--- src/sv/swm_pkg.sv ---
// shared types and constants for the star wildcard matcher
`timescale 1ns / 1ps

package swm_pkg;

	localparam int PAT_LEN = 16;
	localparam int COL_W   = PAT_LEN + 1;
	localparam int LEN_W   = $clog2(PAT_LEN + 1);
	localparam int BYTE_W  = 8;

	localparam logic [BYTE_W-1:0] STAR_CHAR = 8'h2A;

	// configuration register indexes
	localparam int CFG_IDX_W = 2;
	localparam logic [CFG_IDX_W-1:0] REG_CHARS_LOW  = 2'd0;
	localparam logic [CFG_IDX_W-1:0] REG_CHARS_HIGH = 2'd1;
	localparam logic [CFG_IDX_W-1:0] REG_PAT_LENGTH = 2'd2;

	// queue between front and back
	localparam int QUEUE_DEPTH = 2;
	localparam int QPTR_W      = $clog2(QUEUE_DEPTH);
	localparam int QCNT_W      = $clog2(QUEUE_DEPTH + 1);

	typedef enum logic [1:0] {
		KIND_MID,
		KIND_LAST,
		KIND_EMPTY
	} item_kind_t;

	// one classified word waiting for the column update
	typedef struct packed {
		item_kind_t         kind;
		logic [PAT_LEN-1:0] hit;
	} q_entry_t;

	// pattern decoded from the configuration registers
	typedef struct packed {
		logic [PAT_LEN-1:0][BYTE_W-1:0] chars;
		logic [PAT_LEN-1:0]             used;
		logic [PAT_LEN-1:0]             star;
		logic [COL_W-1:0]               start;
		logic [COL_W-1:0]               end_sel;
	} pat_info_t;

endpackage

--- src/sv/swm_front.sv ---
// front end: takes text words and turns each into a per-position hit mask
`timescale 1ns / 1ps

module swm_front (
	input  logic                           s_tvalid,
	output logic                           s_tready,
	input  logic [swm_pkg::BYTE_W-1:0]     s_tdata,
	input  logic                           s_tlast,
	input  logic                           s_tuser,
	input  swm_pkg::pat_info_t             pat,
	input  logic                           q_full,
	output logic                           q_push,
	output swm_pkg::q_entry_t              q_wdata
);

	assign s_tready = !q_full;
	assign q_push   = s_tvalid && !q_full;

	always_comb begin
		if (s_tuser) begin
			q_wdata.kind = swm_pkg::KIND_EMPTY;
		end else if (s_tlast) begin
			q_wdata.kind = swm_pkg::KIND_LAST;
		end else begin
			q_wdata.kind = swm_pkg::KIND_MID;
		end
		// a star position matches any byte, others only their own byte
		for (int k = 0; k < swm_pkg::PAT_LEN; k++) begin
			q_wdata.hit[k] = pat.used[k] && (pat.star[k] || (pat.chars[k] == s_tdata));
		end
	end

endmodule

--- src/sv/swm_queue.sv ---
// two-word queue between the front and back ends
`timescale 1ns / 1ps

module swm_queue (
	input  logic              clk,
	input  logic              arst_n,
	input  logic              push,
	input  swm_pkg::q_entry_t wdata,
	output logic              full,
	output logic              rvalid,
	input  logic              pop,
	output swm_pkg::q_entry_t rdata
);

	swm_pkg::q_entry_t                mem_q [swm_pkg::QUEUE_DEPTH];
	logic [swm_pkg::QPTR_W-1:0]       wr_ptr_q;
	logic [swm_pkg::QPTR_W-1:0]       rd_ptr_q;
	logic [swm_pkg::QCNT_W-1:0]       count_q;
	logic                             do_pop;

	assign full   = (count_q == swm_pkg::QCNT_W'(swm_pkg::QUEUE_DEPTH));
	assign rvalid = (count_q != '0);
	assign rdata  = mem_q[rd_ptr_q];
	assign do_pop = pop && rvalid;

	always_ff @(posedge clk or negedge arst_n) begin
		if (!arst_n) begin
			wr_ptr_q <= '0;
			rd_ptr_q <= '0;
			count_q  <= '0;
		end else begin
			if (push) begin
				wr_ptr_q <= wr_ptr_q + 1'b1;
			end
			if (do_pop) begin
				rd_ptr_q <= rd_ptr_q + 1'b1;
			end
			if (push && !do_pop) begin
				count_q <= count_q + 1'b1;
			end else if (do_pop && !push) begin
				count_q <= count_q - 1'b1;
			end
		end
	end

	always_ff @(posedge clk) begin
		if (push) begin
			mem_q[wr_ptr_q] <= wdata;
		end
	end

endmodule

--- src/sv/swm_back.sv ---
// back end: match column update and result register
`timescale 1ns / 1ps

module swm_back (
	input  logic                          clk,
	input  logic                          arst_n,
	input  swm_pkg::pat_info_t            pat,
	input  logic                          cfg_reload,
	input  logic                          q_valid,
	output logic                          q_ready,
	input  swm_pkg::q_entry_t             q_data,
	output logic                          m_tvalid,
	input  logic                          m_tready,
	output logic [swm_pkg::BYTE_W-1:0]    m_tdata
);

	logic [swm_pkg::COL_W-1:0] col_q;
	logic [swm_pkg::COL_W-1:0] col_next;
	logic                      out_valid_q;
	logic                      matched_q;
	logic                      pop;
	logic                      gives_result;
	logic                      result_bit;

	assign gives_result = (q_data.kind != swm_pkg::KIND_MID);
	assign q_ready      = !gives_result || !out_valid_q || m_tready;
	assign pop          = q_valid && q_ready;

	// ripple of the recurrence down the pattern, like a carry chain
	always_comb begin
		col_next[0] = 1'b0;
		for (int k = 0; k < swm_pkg::PAT_LEN; k++) begin
			col_next[k+1] = (col_q[k] && q_data.hit[k])
				|| (col_q[k+1] && pat.star[k])
				|| (col_next[k] && pat.star[k]);
		end
	end

	always_comb begin
		case (q_data.kind)
			swm_pkg::KIND_EMPTY: result_bit = |(pat.start & pat.end_sel);
			swm_pkg::KIND_LAST:  result_bit = |(col_next & pat.end_sel);
			default:             result_bit = 1'b0;
		endcase
	end

	always_ff @(posedge clk or negedge arst_n) begin
		if (!arst_n) begin
			col_q       <= swm_pkg::COL_W'(1);
			out_valid_q <= 1'b0;
		end else begin
			if (cfg_reload) begin
				col_q <= pat.start;
			end else if (pop) begin
				col_q <= gives_result ? pat.start : col_next;
			end
			if (pop && gives_result) begin
				out_valid_q <= 1'b1;
			end else if (m_tready) begin
				out_valid_q <= 1'b0;
			end
		end
	end

	always_ff @(posedge clk) begin
		if (pop && gives_result) begin
			matched_q <= result_bit;
		end
	end

	assign m_tvalid = out_valid_q;
	assign m_tdata  = {{(swm_pkg::BYTE_W-1){1'b0}}, matched_q};

endmodule

--- src/sv/star_wildcard_matcher.sv ---
// top level of the star wildcard matcher
`timescale 1ns / 1ps

// Matches text strings, streamed one byte per word, against a pattern of up to
// sixteen bytes in which '*' matches any run of bytes (the empty run too) and
// every other byte matches only itself. A word with tuser set stands for an
// empty string; a word with tlast set ends a string. Each of those gives one
// result word whose bit 0 says whether the whole string matched the whole
// pattern; other words give none. The block takes one word per clock cycle
// while the queue is not full. The single column update in the back end is
// a one-bit ripple across the sixteen pattern positions. The front end
// classifies each word into a hit mask, a two-word queue decouples it from
// the back end, and the result sits in an output register so words that
// give no result keep flowing while it waits. The pattern is written through
// the configuration channel (index 0: bytes 0 to 7, index 1: bytes 8 to 15,
// index 2: length, saturated at sixteen); a write to one of these restarts
// a string in progress and must be made while idle.

module star_wildcard_matcher (
	input  logic                              clk,
	input  logic                              arst_n,
	// text words
	input  logic                              s_tvalid,
	output logic                              s_tready,
	input  logic [swm_pkg::BYTE_W-1:0]        s_tdata,   // [7:0] text_byte
	input  logic                              s_tlast,   // is_last
	input  logic                              s_tuser,   // [0] is_empty
	// result words
	output logic                              m_tvalid,
	input  logic                              m_tready,
	output logic [swm_pkg::BYTE_W-1:0]        m_tdata,   // [0] matched, [7:1] zero
	// configuration writes
	input  logic                              cfg_valid,
	output logic                              cfg_ready,
	input  logic [swm_pkg::CFG_IDX_W-1:0]     cfg_index,
	input  logic [63:0]                       cfg_data
);

	logic [63:0]               chars_low_q;
	logic [63:0]               chars_high_q;
	logic [swm_pkg::LEN_W-1:0] pat_length_q;
	logic                      cfg_reload_q;
	logic [swm_pkg::LEN_W-1:0] len_used;
	logic                      cfg_hit;
	swm_pkg::pat_info_t        pat;

	logic                      q_push;
	logic                      q_full;
	logic                      q_valid;
	logic                      q_ready;
	swm_pkg::q_entry_t         q_wdata;
	swm_pkg::q_entry_t         q_data;

	// configuration is always taken
	assign cfg_ready = 1'b1;
	assign cfg_hit   = (cfg_index == swm_pkg::REG_CHARS_LOW)
		|| (cfg_index == swm_pkg::REG_CHARS_HIGH)
		|| (cfg_index == swm_pkg::REG_PAT_LENGTH);

	always_ff @(posedge clk or negedge arst_n) begin
		if (!arst_n) begin
			chars_low_q  <= '0;
			chars_high_q <= '0;
			pat_length_q <= '0;
			cfg_reload_q <= 1'b0;
		end else begin
			// the column reload follows in the next cycle, once the pattern has settled
			cfg_reload_q <= cfg_valid && cfg_hit;
			if (cfg_valid) begin
				case (cfg_index)
					swm_pkg::REG_CHARS_LOW:  chars_low_q  <= cfg_data;
					swm_pkg::REG_CHARS_HIGH: chars_high_q <= cfg_data;
					swm_pkg::REG_PAT_LENGTH: pat_length_q <= cfg_data[swm_pkg::LEN_W-1:0];
					default: ;
				endcase
			end
		end
	end

	// pattern decode: used positions, stars, start column and end position
	assign len_used = (pat_length_q > swm_pkg::LEN_W'(swm_pkg::PAT_LEN))
		? swm_pkg::LEN_W'(swm_pkg::PAT_LEN) : pat_length_q;

	always_comb begin
		pat.chars    = {chars_high_q, chars_low_q};
		pat.start[0] = 1'b1;
		for (int k = 0; k < swm_pkg::PAT_LEN; k++) begin
			pat.used[k]    = (swm_pkg::LEN_W'(k) < len_used);
			pat.star[k]    = pat.used[k] && (pat.chars[k] == swm_pkg::STAR_CHAR);
			// leading stars let the start column reach further down
			pat.start[k+1] = pat.start[k] && pat.star[k];
		end
		for (int i = 0; i < swm_pkg::COL_W; i++) begin
			pat.end_sel[i] = (swm_pkg::LEN_W'(i) == len_used);
		end
	end

	swm_front u_front (
		.s_tvalid (s_tvalid),
		.s_tready (s_tready),
		.s_tdata  (s_tdata),
		.s_tlast  (s_tlast),
		.s_tuser  (s_tuser),
		.pat      (pat),
		.q_full   (q_full),
		.q_push   (q_push),
		.q_wdata  (q_wdata)
	);

	swm_queue u_queue (
		.clk    (clk),
		.arst_n (arst_n),
		.push   (q_push),
		.wdata  (q_wdata),
		.full   (q_full),
		.rvalid (q_valid),
		.pop    (q_ready),
		.rdata  (q_data)
	);

	swm_back u_back (
		.clk        (clk),
		.arst_n     (arst_n),
		.pat        (pat),
		.cfg_reload (cfg_reload_q),
		.q_valid    (q_valid),
		.q_ready    (q_ready),
		.q_data     (q_data),
		.m_tvalid   (m_tvalid),
		.m_tready   (m_tready),
		.m_tdata    (m_tdata)
	);

	// exactly one pattern position closes the match
	a_end_onehot: assert property (@(posedge clk) disable iff (!arst_n)
		$onehot(pat.end_sel))
		else $error("end position select not one-hot");

	// a taken word lands in the queue
	a_push_lands: assert property (@(posedge clk) disable iff (!arst_n)
		s_tvalid && s_tready |=> q_valid)
		else $error("accepted word missing from queue");

	// a final or empty word popped by the back end yields a result word
	a_result_follows: assert property (@(posedge clk) disable iff (!arst_n)
		q_valid && q_ready && (q_data.kind != swm_pkg::KIND_MID) |=> m_tvalid)
		else $error("result word missing after final word");

endmodule

--- config.mk ---
export PLATFORM = sky130hd
export DESIGN_NAME = star_wildcard_matcher
export DESIGN_NICKNAME = d
export VERILOG_FILES = /design/src/sv/swm_pkg.sv /design/src/sv/swm_front.sv /design/src/sv/swm_queue.sv /design/src/sv/swm_back.sv /design/src/sv/star_wildcard_matcher.sv
export SDC_FILE = /design/constraint.sdc
export NUM_CORES = 1
export LEC_CHECK = 0
export BUFFER_PORTS_ARGS = -buffer_cell sky130_fd_sc_hd__buf_4
export CAP_MARGIN = 0
export CORE_MARGIN = 2
export CORE_UTILIZATION = 40
export CTS_CLUSTER_DIAMETER = 50
export DETAILED_ROUTE_END_ITERATION = 8
export SLEW_MARGIN = 15
export SYNTH_ARGS = -nofsm -noshare
export SYNTH_HDL_FRONTEND = slang
export SYNTH_SLANG_ARGS = --single-unit
--- constraint.sdc ---
create_clock -name clk -period 2.8 [get_ports clk]
set_clock_uncertainty 0.1 [all_clocks]
set_input_delay 0.42 -clock clk [delete_from_list [all_inputs] [get_ports clk]]
set_output_delay 0.42 -clock clk [all_outputs]
set_load 0.005 [all_outputs]
==> flow_summary.toml, run 1 <==
[clock_tree]
htree_levels = 4
cts.sinks = 193
clockBufferDepth = 2
clkTransAtPathRegs_ns = 0.07
cts_root_buf = "clkbuf_16"
cts_buffers = 17
cts_tree = "yes"
clk_latency_ns = 0.43

[critical_path]
worst-path-stages = 10
reg2reg_slack_ns = -0.02
crit_path_start = "pat_length_q[4]"
cp-start-kind = "flip-flop"
cp_top_family = "simple AND/OR/NAND/NOR gates"
crit_required_ns = 2.86
crit_slowest_cell = "or3_4"
cp_max_fo = 6
end_kind = "flip-flop"
crit_chain = "or3_4, o211ai_4, buf_6, o21ai_0, a21oi_2, a2111oi_4, nor3_1, nand2_1, nor4_2, a41oi_2"
reg2reg_to = "u_back.matched_q"
crit_end = "u_back.matched_q"
r2r-start = "pat_length_q[4]"
reg2reg_depth = 10
worstPathArrival_ns = 2.87
critPathKind = "flip-flop to flip-flop"
cp_num_buf_inv = 1
slowest_delay_ns = 0.49

[timing]
setup-violations-final = 1
slew_violations = 0
worst_slew_pin_slew_ns = 0.657
min_period_ns = 2.82
finalHoldViolations = 0
period_share_pct = 101
fin_ws_ns = -0.0176
rsz0062_at_grt = "yes"
hold_ws_ns = 0.0824
fmax_mhz = 355
slew-limit-headroom_pct = 56.2
tns_ns = -0.0176

[finish]
postLayoutCoreUtil_pct = 52.4
drive_gt1_share_pct = 44.4
diodes = 0
final_nets = 1214
area_growth_pct = 28.8

[power_and_ir_drop]
pwr_density_cell_nw_per_um2 = 686
internal-power_w = 0.00632
finalPower_w = 0.00935
pwr-share-seq_pct = 41.5
power_frac_clock_pct = 26.3
power_switching_w = 0.00303
ir_worst_vdd_mv = 0.353
p_sw_share_pct = 32.5
power_frac_comb_pct = 32.1
leakage_nw = 5.60

[global_routing]
grt_overflow_total = 0
grt_pass1_vias = 8177
antenna_found_initial = 0
gr-usage-all-layers_pct = 21.7
grt_max_degree = 65
grt_pass1_wl_um = 46700

[synthesis]
yosys.area.top_type = "dfrtp_1"
synth_top_area_share_pct = 36.6
synth_top_flop_cell = "dfrtp_1"
yosys_warnings = 0
ys_seq_elements = 193
synth_top_cells_by_count = "155 x dfrtp_1, 142 x mux2_2, 86 x xor2_1"
synth_area_per_cell_um2 = 11.7
post-synth-top-count-cell = "dfrtp_1"
synthCells = 907
synthArstFlopShare_pct = 80.8
synth.distinct_cells = 83
synth_area_leaders = "dfrtp_1 37%, mux2_2 15%, edfxtp_1 10%, xor2_1 7.1%, xnor2_1 3.9%"
synth_edf_count = 37
syn-cell-area_um2 = 10600
ys_seq_area_share_pct = 47.4

[route]
ant_nets = 0
first_iter_violations = 526
drtPass1Iterations = 8
viasPerCell = 5.43
drt_drc_violations_left = 0
finalWirelength_um = 29900
dr_total_vias = 8024
routedWlPerCell_um = 20.3

[job]
max_cap_violations = 0

[outcome]
violations = "negative setup slack"
status = "finished with violations"

[floorplanning]
rows = 59
io_pins = 92
initial_core_util_pct = 40.7
die_w_um = 167
die_h_um = 167
coreArea_um2 = 26000
die-area_um2 = 27800

[placed_design]
dp_hpwl_um = 22100
pre_cts_slack_ns = -0.0925
gp_congestion = 0.969
port_buffers = 83

[hold_path]
hold_path.class = "primary input to flip-flop"
cells in the final DEF (no fill, tap or decap), types with 12 or more instances in the layout:
cell type	Yosys	layout
nand2_1	49	46
dfrtp_1	155	154
nor2_1	34	31
xnor2_1	47	47
a21oi_1	36	30
buf_4	10	242
mux2_2	142	139
clkbuf_16	0	17
xor2_1	86	86
o21ai_0	33	29
nand4_1	14	14
nor4_1	24	22
inv_1	13	12
edfxtp_1	37	37
nand3_1	17	16
registers in the layout, summed over array words and instances (netlist names), 2 cells and up:
| name | cells |
|---|---|
| chars_high_q | 64 |
| chars_low_q | 64 |
| pat_length_q | 5 |
| u_back.col_q | 17 |
| u_queue.count_q | 2 |
| u_queue.mem_q | 36 |
stage by stage:
| step | area [um^2] | std cells |
|---|---|---|
| after floorplan | 10600 | 913 |
| after detailed placement | 12600 | 1430 |
| after global placement | 12600 | 1430 |
| after CTS | 13400 | 1473 |
| final | 13600 | 1477 |
| after global routing | 13600 | 1477 |
timing repair:
action / 4_1_cts / 5_1_grt
hold buffers: 1 / 0
pin swaps: 18 / 26
hold endpoints to repair: 58 / 0
setup endpoints to repair: 1 / 6
setup buffers: 10 / 6
gates resized for setup: 28 / 38
metal layers:
| layer | part of all wire (%) | vias to the layer above | GRT usage, % |
|---|---|---|---|
| met5 | 0 | - | 0 |
| met4 | 1.9 | 0 | 5.77 |
| met3 | 4.2 | 29 | 3.21 |
| met2 | 48 | 210 | 34.8 |
| met1 | 46 | 4027 | 30.8 |
| li1 | - | 3758 | - |
how the worst min path moves through the flow:
stage                  from              endpoint  slack, ns  depth (start not counted)
CTS                 s_tuser  u_queue.mem_q[1][17]       0.07                          1
global placement     arst_n      chars_high_q[45]       0.36                          1
finish              s_tuser  u_queue.mem_q[0][17]       0.08                          1
global route        s_tuser  u_queue.mem_q[1][17]       0.07                          1
detailed placement   arst_n      chars_high_q[46]       0.37                          1
floorplan            arst_n          cfg_reload_q       0.02                          0
power by group through the flow:
stage | sequential [W] | clock, W | combinational, W
3_3_place_gp | 0.00390 | 0 | 0.00273
4_1_cts | 0.00387 | 0.00252 | 0.00289
3_5_place_dp | 0.00391 | 0 | 0.00277
5_1_grt | 0.00396 | 0.00262 | 0.00325
2_1_floorplan | 0.00382 | 0 | 0.00165
6_report | 0.00388 | 0.00246 | 0.00300
final cells by class:
type / count / area, um^2
repair buffers: 252 / 1960
clock buffers: 19 / 453
inverters: 13 / 48.8
flip-flops and latches: 193 / 5020
fillers: 2316 / 12400
multi-input cells: 652 / 5580
clock inverters: 13 / 145
well taps: 335 / 419
cell families (layout without fill, tap and decap cells):
group / after synthesis / in the layout / share of synthesized area, %
multiplexers: 151 / 151 / 16.0
XOR/XNOR: 133 / 133 / 11.0
adder cells (fa/ha/maj): 4 / 4 / 0.473
AND/OR/NAND/NOR: 214 / 214 / 12.5
buffers and inverters: 68 / 297 / 3.14
other: 2 / 8 / 0.0710
flip-flops: 193 / 193 / 47.4
AO/OA/AOI/OAI: 142 / 142 / 9.48
Note: power is estimated with default switching activity, not from simulation.
==> run 2: changes to the inputs <==
- CORE_UTILIZATION: 40 -> 55
- PLACE_DENSITY: not set -> 0.77
==> flow_summary.toml, run 2 (synthesis gave the netlist of run 1 again) <==
[finish]
final_nets = 1198
drive_gt1_share_pct = 43.6
area_growth_pct = 25.9
reg_top3 = "chars_high_q x64, chars_low_q x64, u_queue.mem_q x36"
diodes = 0
layout.cells.most_common = "buf_4"
layout.cells.most_common_list = "224 x buf_4, 153 x dfrtp_1, 140 x mux2_2, 86 x xor2_1, 49 x nand2_1"

[route]
routedWlPerCell_um = 21.6
finalWirelength_um = 29300
first_iter_violations = 710
viasPerCell = 6.01
drt_drc_violations_left = 0
drtPass1Iterations = 6
dr_total_vias = 8179
ant_nets = 0

[outcome]
status = "finished, final reports clean"

[clock_tree]
cts_buffers = 17
clkTransAtPathRegs_ns = 0.08
clk_latency_ns = 0.45
clockBufferDepth = 2
htree_levels = 4
cts_root_buf = "clkbuf_16"
cts_tree = "yes"
cts.sinks = 193

[critical_path]
worstPathArrival_ns = 2.84
reg2reg_slack_ns = 0.04
end_kind = "flip-flop"
crit_required_ns = 2.88
critPathKind = "flip-flop to flip-flop"
cp_max_fo = 6
cp-start-kind = "flip-flop"

[global_routing]
grt_overflow_total = 0
grt_max_degree = 58
grt_pass1_vias = 8540
grt_pass1_wl_um = 46200
antenna_found_initial = 0
gr-usage-all-layers_pct = 29.9

[timing]
finalHoldViolations = 0
slew-limit-headroom_pct = 59.4
fmax_mhz = 363
setup-violations-final = 0
fin_ws_ns = 0.0419
hold_ws_ns = 0.0669
period_share_pct = 98.5
slew_violations = 0
worst_slew_pin_slew_ns = 0.608
min_period_ns = 2.76
rsz0062_at_grt = "yes"

[placed_design]
pre_cts_slack_ns = -0.0550
port_buffers = 83
dp_hpwl_um = 20900
gp_congestion = 0.957

[floorplanning]
io_pins = 92
die_w_um = 143
die_h_um = 143
rows = 50
initial_core_util_pct = 56.4
die-area_um2 = 20400
coreArea_um2 = 18800

[power_and_ir_drop]
ir_worst_vdd_mv = 0.493
pwr_density_cell_nw_per_um2 = 699
leakage_nw = 5.51

[hold_path]
hold_path.class = "primary input to flip-flop"

[job]
max_cap_violations = 0
## run 2: final cells by class
class	count	area [um^2]
Clock buffer	19	453
Clock inverter	13	115
Fill cell	1332	5440
Inverter	13	48.8
Multi-Input combinational cell	652	5550
Sequential cell	193	5020
Tap cell	234	293
Timing Repair Buffer	236	1850
## run 2: stage by stage
stage | utilization [%] | area [um^2] | power, W | TNS (ns) | std cells
floorplan | - | 10600 | 0.00546 | 0 | 913
global placement | 66.0 | 12400 | 0.00657 | -0.0246 | 1319
detailed placement | 66.0 | 12400 | 0.00667 | -0.0550 | 1319
CTS | 69.2 | 13000 | 0.00909 | 0 | 1352
global route | 71.0 | 13300 | 0.00973 | -0.101 | 1360
finish | 71.0 | 13300 | 0.00932 | 0 | 1360
## run 2: final timing paths
kind,start,to,cells past startpoint
max,u_queue.rd_ptr_q,u_back.matched_q,11
min,s_tuser,u_queue.mem_q[0][17],1
max reg2reg,u_queue.rd_ptr_q,u_back.matched_q,11
min reg2reg,u_queue.wr_ptr_q,u_queue.wr_ptr_q,1
max in group asynchronous,arst_n,chars_low_q[49],3
min in group asynchronous,arst_n,chars_low_q[58],2
## run 2: repair_timing
item                       CTS  global route
setup buffers                0             8
pin swaps                    1            28
setup endpoints to repair    3             6
hold buffers                 1             0
hold endpoints to repair    54             0
resized for setup           11            54
## run 2: per-layer routing
metal  GRT usage [%]  wire length, um  vias up
met1            41.4            12900     4101
met2            47.9            14000      305
met3            5.13             1760       65
met5               0                0        -
met4            10.5              743        0
li1                -                -     3708
## run 2: worst max-delay path, cell delays in order (launching register included)
cell	delay, ns
dfrtp_1	0.39
buf_6	0.16
buf_4	0.13
mux2_2	0.32
nand2_1	0.17
nand3_1	0.15
a21oi_4	0.21
o211ai_4	0.14
a21oi_4	0.17
o22ai_2	0.11
nor4_2	0.31
a41oi_2	0.13
## run 2: report_power, final
part / internal, W / leakage, nW / switching, W
clock network: 0.00122 / 0.289 / 0.00119
registers: 0.00345 / 2.23 / 0.000447
logic: 0.00157 / 2.99 / 0.00145
==> run 3: changes to the inputs <==
- CORE_UTILIZATION: 55 -> 56
- CTS_BUF_LIST: not set -> sky130_fd_sc_hd__clkbuf_2 sky130_fd_sc_hd__clkbuf_4 sky130_fd_sc_hd__clkbuf_8
- HOLD_SLACK_MARGIN: not set -> 0.15
- PLACE_DENSITY: 0.77 -> 0.79
==> flow_summary.toml, run 3 (synthesis gave the netlist of run 1 again) <==
[outcome]
status = "finished with violations"
violations = "negative setup slack"

[power_and_ir_drop]
pwr_density_cell_nw_per_um2 = 641
pwr-share-seq_pct = 43.8
power_frac_clock_pct = 21.2
power_frac_comb_pct = 35.0
leakage_nw = 5.75
ir_worst_vdd_mv = 0.443
internal-power_w = 0.00581
p_sw_share_pct = 34.8
finalPower_w = 0.00891
power_switching_w = 0.00310

[timing]
rsz0062_at_grt = "yes"
fin_ws_ns = -0.111
slew_violations = 0
slew-limit-headroom_pct = 50.1
finalHoldViolations = 0
fmax_mhz = 344
tns_ns = -0.111
period_share_pct = 104
setup-violations-final = 1
min_period_ns = 2.91
worst_slew_pin_slew_ns = 0.749

[clock_tree]
clk_latency_ns = 0.49
htree_levels = 4
cts_buffers = 17
clockBufferDepth = 2
cts.sinks = 193
cts_root_buf = "clkbuf_8"
cts_tree = "yes"
clkTransAtPathRegs_ns = 0.11

[global_routing]
grt_overflow_total = 0
grt_max_degree = 65
gr-usage-all-layers_pct = 31.6
grt_pass1_vias = 8846
antenna_found_initial = 0
grt_pass1_wl_um = 48300

[placed_design]
dp_hpwl_um = 20400
gp_congestion = 0.983
port_buffers = 83

[floorplanning]
rows = 50
coreArea_um2 = 18600
io_pins = 92
die_w_um = 141
initial_core_util_pct = 56.8
die_h_um = 141
die-area_um2 = 20000

[finish]
final_nets = 1262
area_growth_pct = 31.4
layout.cells.most_common_list = "219 x buf_4, 154 x dfrtp_1, 142 x mux2_2, 86 x xor2_1, 69 x dlygate4sd3_1"
diodes = 0
layout.cells.most_common = "buf_4"
drive_gt1_share_pct = 41.5
fillers = 1153
reg_top3 = "chars_high_q x64, chars_low_q x64, u_queue.mem_q x36"

[route]
ant_nets = 0
first_iter_violations = 841
finalWirelength_um = 31500
drtPass1Iterations = 5
drt_drc_violations_left = 0
routedWlPerCell_um = 22.1
viasPerCell = 6.09
dr_total_vias = 8675

[critical_path]
crit_required_ns = 3.02
cp_top_family = "compound AO/OA/AOI/OAI gates"
critPathKind = "flip-flop to flip-flop"
cp_num_buf_inv = 2
cpMostUsedCell = "buf_4"
slowest_delay_ns = 0.44
worstPathArrival_ns = 3.13
cp_max_fo = 5
crit_slowest_cell = "nor4bb_1"
end_kind = "flip-flop"
crit_chain = "nor4bb_1, nand3b_1, buf_4, a211oi_4, a21oi_4, buf_4, a2111o_1, a41oi_2"
cp-start-kind = "flip-flop"

[hold_path]
hold_path.class = "primary input to flip-flop"

[job]
max_cap_violations = 0
run 3: cell count changes in the layout (fill, tap and decap cells not counted), sizes merged:
| cell | change |
|---|---|
| clkinv | +2 |
| bufinv | +1 |
| inv | -2 |
| clkbuf | -1 |
| dlygate4sd3 | +68 |
| buf | -4 |
run 3: what timing repair did:
item                                    4_1_cts  5_1_grt
gates resized for setup                      24       55
hold endpoints to repair                    183        0
buffers inserted                              3        8
pin swaps                                     9       31
hold buffers                                 69        0
endpoints found under the setup margin        1        7
run 3: worst paths after layout:
check | start | slack, ns | cells after the start | to
setup / recovery | chars_high_q[28] | -0.11 | 8 | u_back.matched_q
hold / removal | s_tvalid | 0.16 | 3 | u_queue.wr_ptr_q
setup reg to reg | chars_high_q[28] | -0.11 | 8 | u_back.matched_q
hold reg to reg | u_queue.wr_ptr_q | 0.40 | 1 | u_queue.wr_ptr_q
max in group asynchronous | arst_n | 1.53 | 3 | pat_length_q[4]
min in group asynchronous | arst_n | 0.34 | 2 | chars_high_q[58]
run 3: area by class of cell:
cell class / count / area (um^2) / area share, %
inverters: 13 / 48.8 / 0.351
flip-flops and latches: 193 / 5020 / 36.1
repair buffers: 300 / 2500 / 18.0
multi-input cells: 652 / 5640 / 40.5
clock inverters: 14 / 166 / 1.20
well taps: 234 / 293 / 2.10
clock buffers: 18 / 241 / 1.74
run 3: routing by layer:
| layer | global-route usage, % | wire length [um] | up-vias |
|---|---|---|---|
| met2 | 52.8 | 15500 | 394 |
| met1 | 41.1 | 12800 | 4346 |
| met5 | 0 | 0 | - |
| li1 | - | - | 3850 |
| met3 | 6.41 | 2160 | 85 |
| met4 | 11.7 | 1010 | 0 |
run 3: metrics by stage:
step           setup slack [ns]  cell area [um^2]  util, %  hold WS [ns]  instances
2_1_floorplan            0.0691             10600        -        0.0244        913
6_report                 -0.111             13900     74.6         0.165       1424
3_5_place_dp            -0.0856             12300     66.1         0.301       1312
5_1_grt                  -0.118             13900     74.6         0.155       1424
4_1_cts               0.0000397             13600     72.8         0.151       1416
3_3_place_gp            -0.0261             12300     66.1         0.300       1312
run 3: tightest hold or removal path, delay by kind of cell:
kind,cells,cell delay (ns)
buffers and inverters,1,0.11
AND/OR/NAND/NOR,1,0.10
XOR/XNOR,1,0.08
run 3: power by group through the flow:
| stage | Clock, W | Sequential (W) | Combinational (W) |
|---|---|---|---|
| after floorplan | 0 | 0.00382 | 0.00165 |
| after global placement | 0 | 0.00387 | 0.00271 |
| after detailed placement | 0 | 0.00390 | 0.00276 |
| after CTS | 0.00190 | 0.00386 | 0.00291 |
| after global routing | 0.00202 | 0.00396 | 0.00333 |
| final | 0.00189 | 0.00390 | 0.00312 |
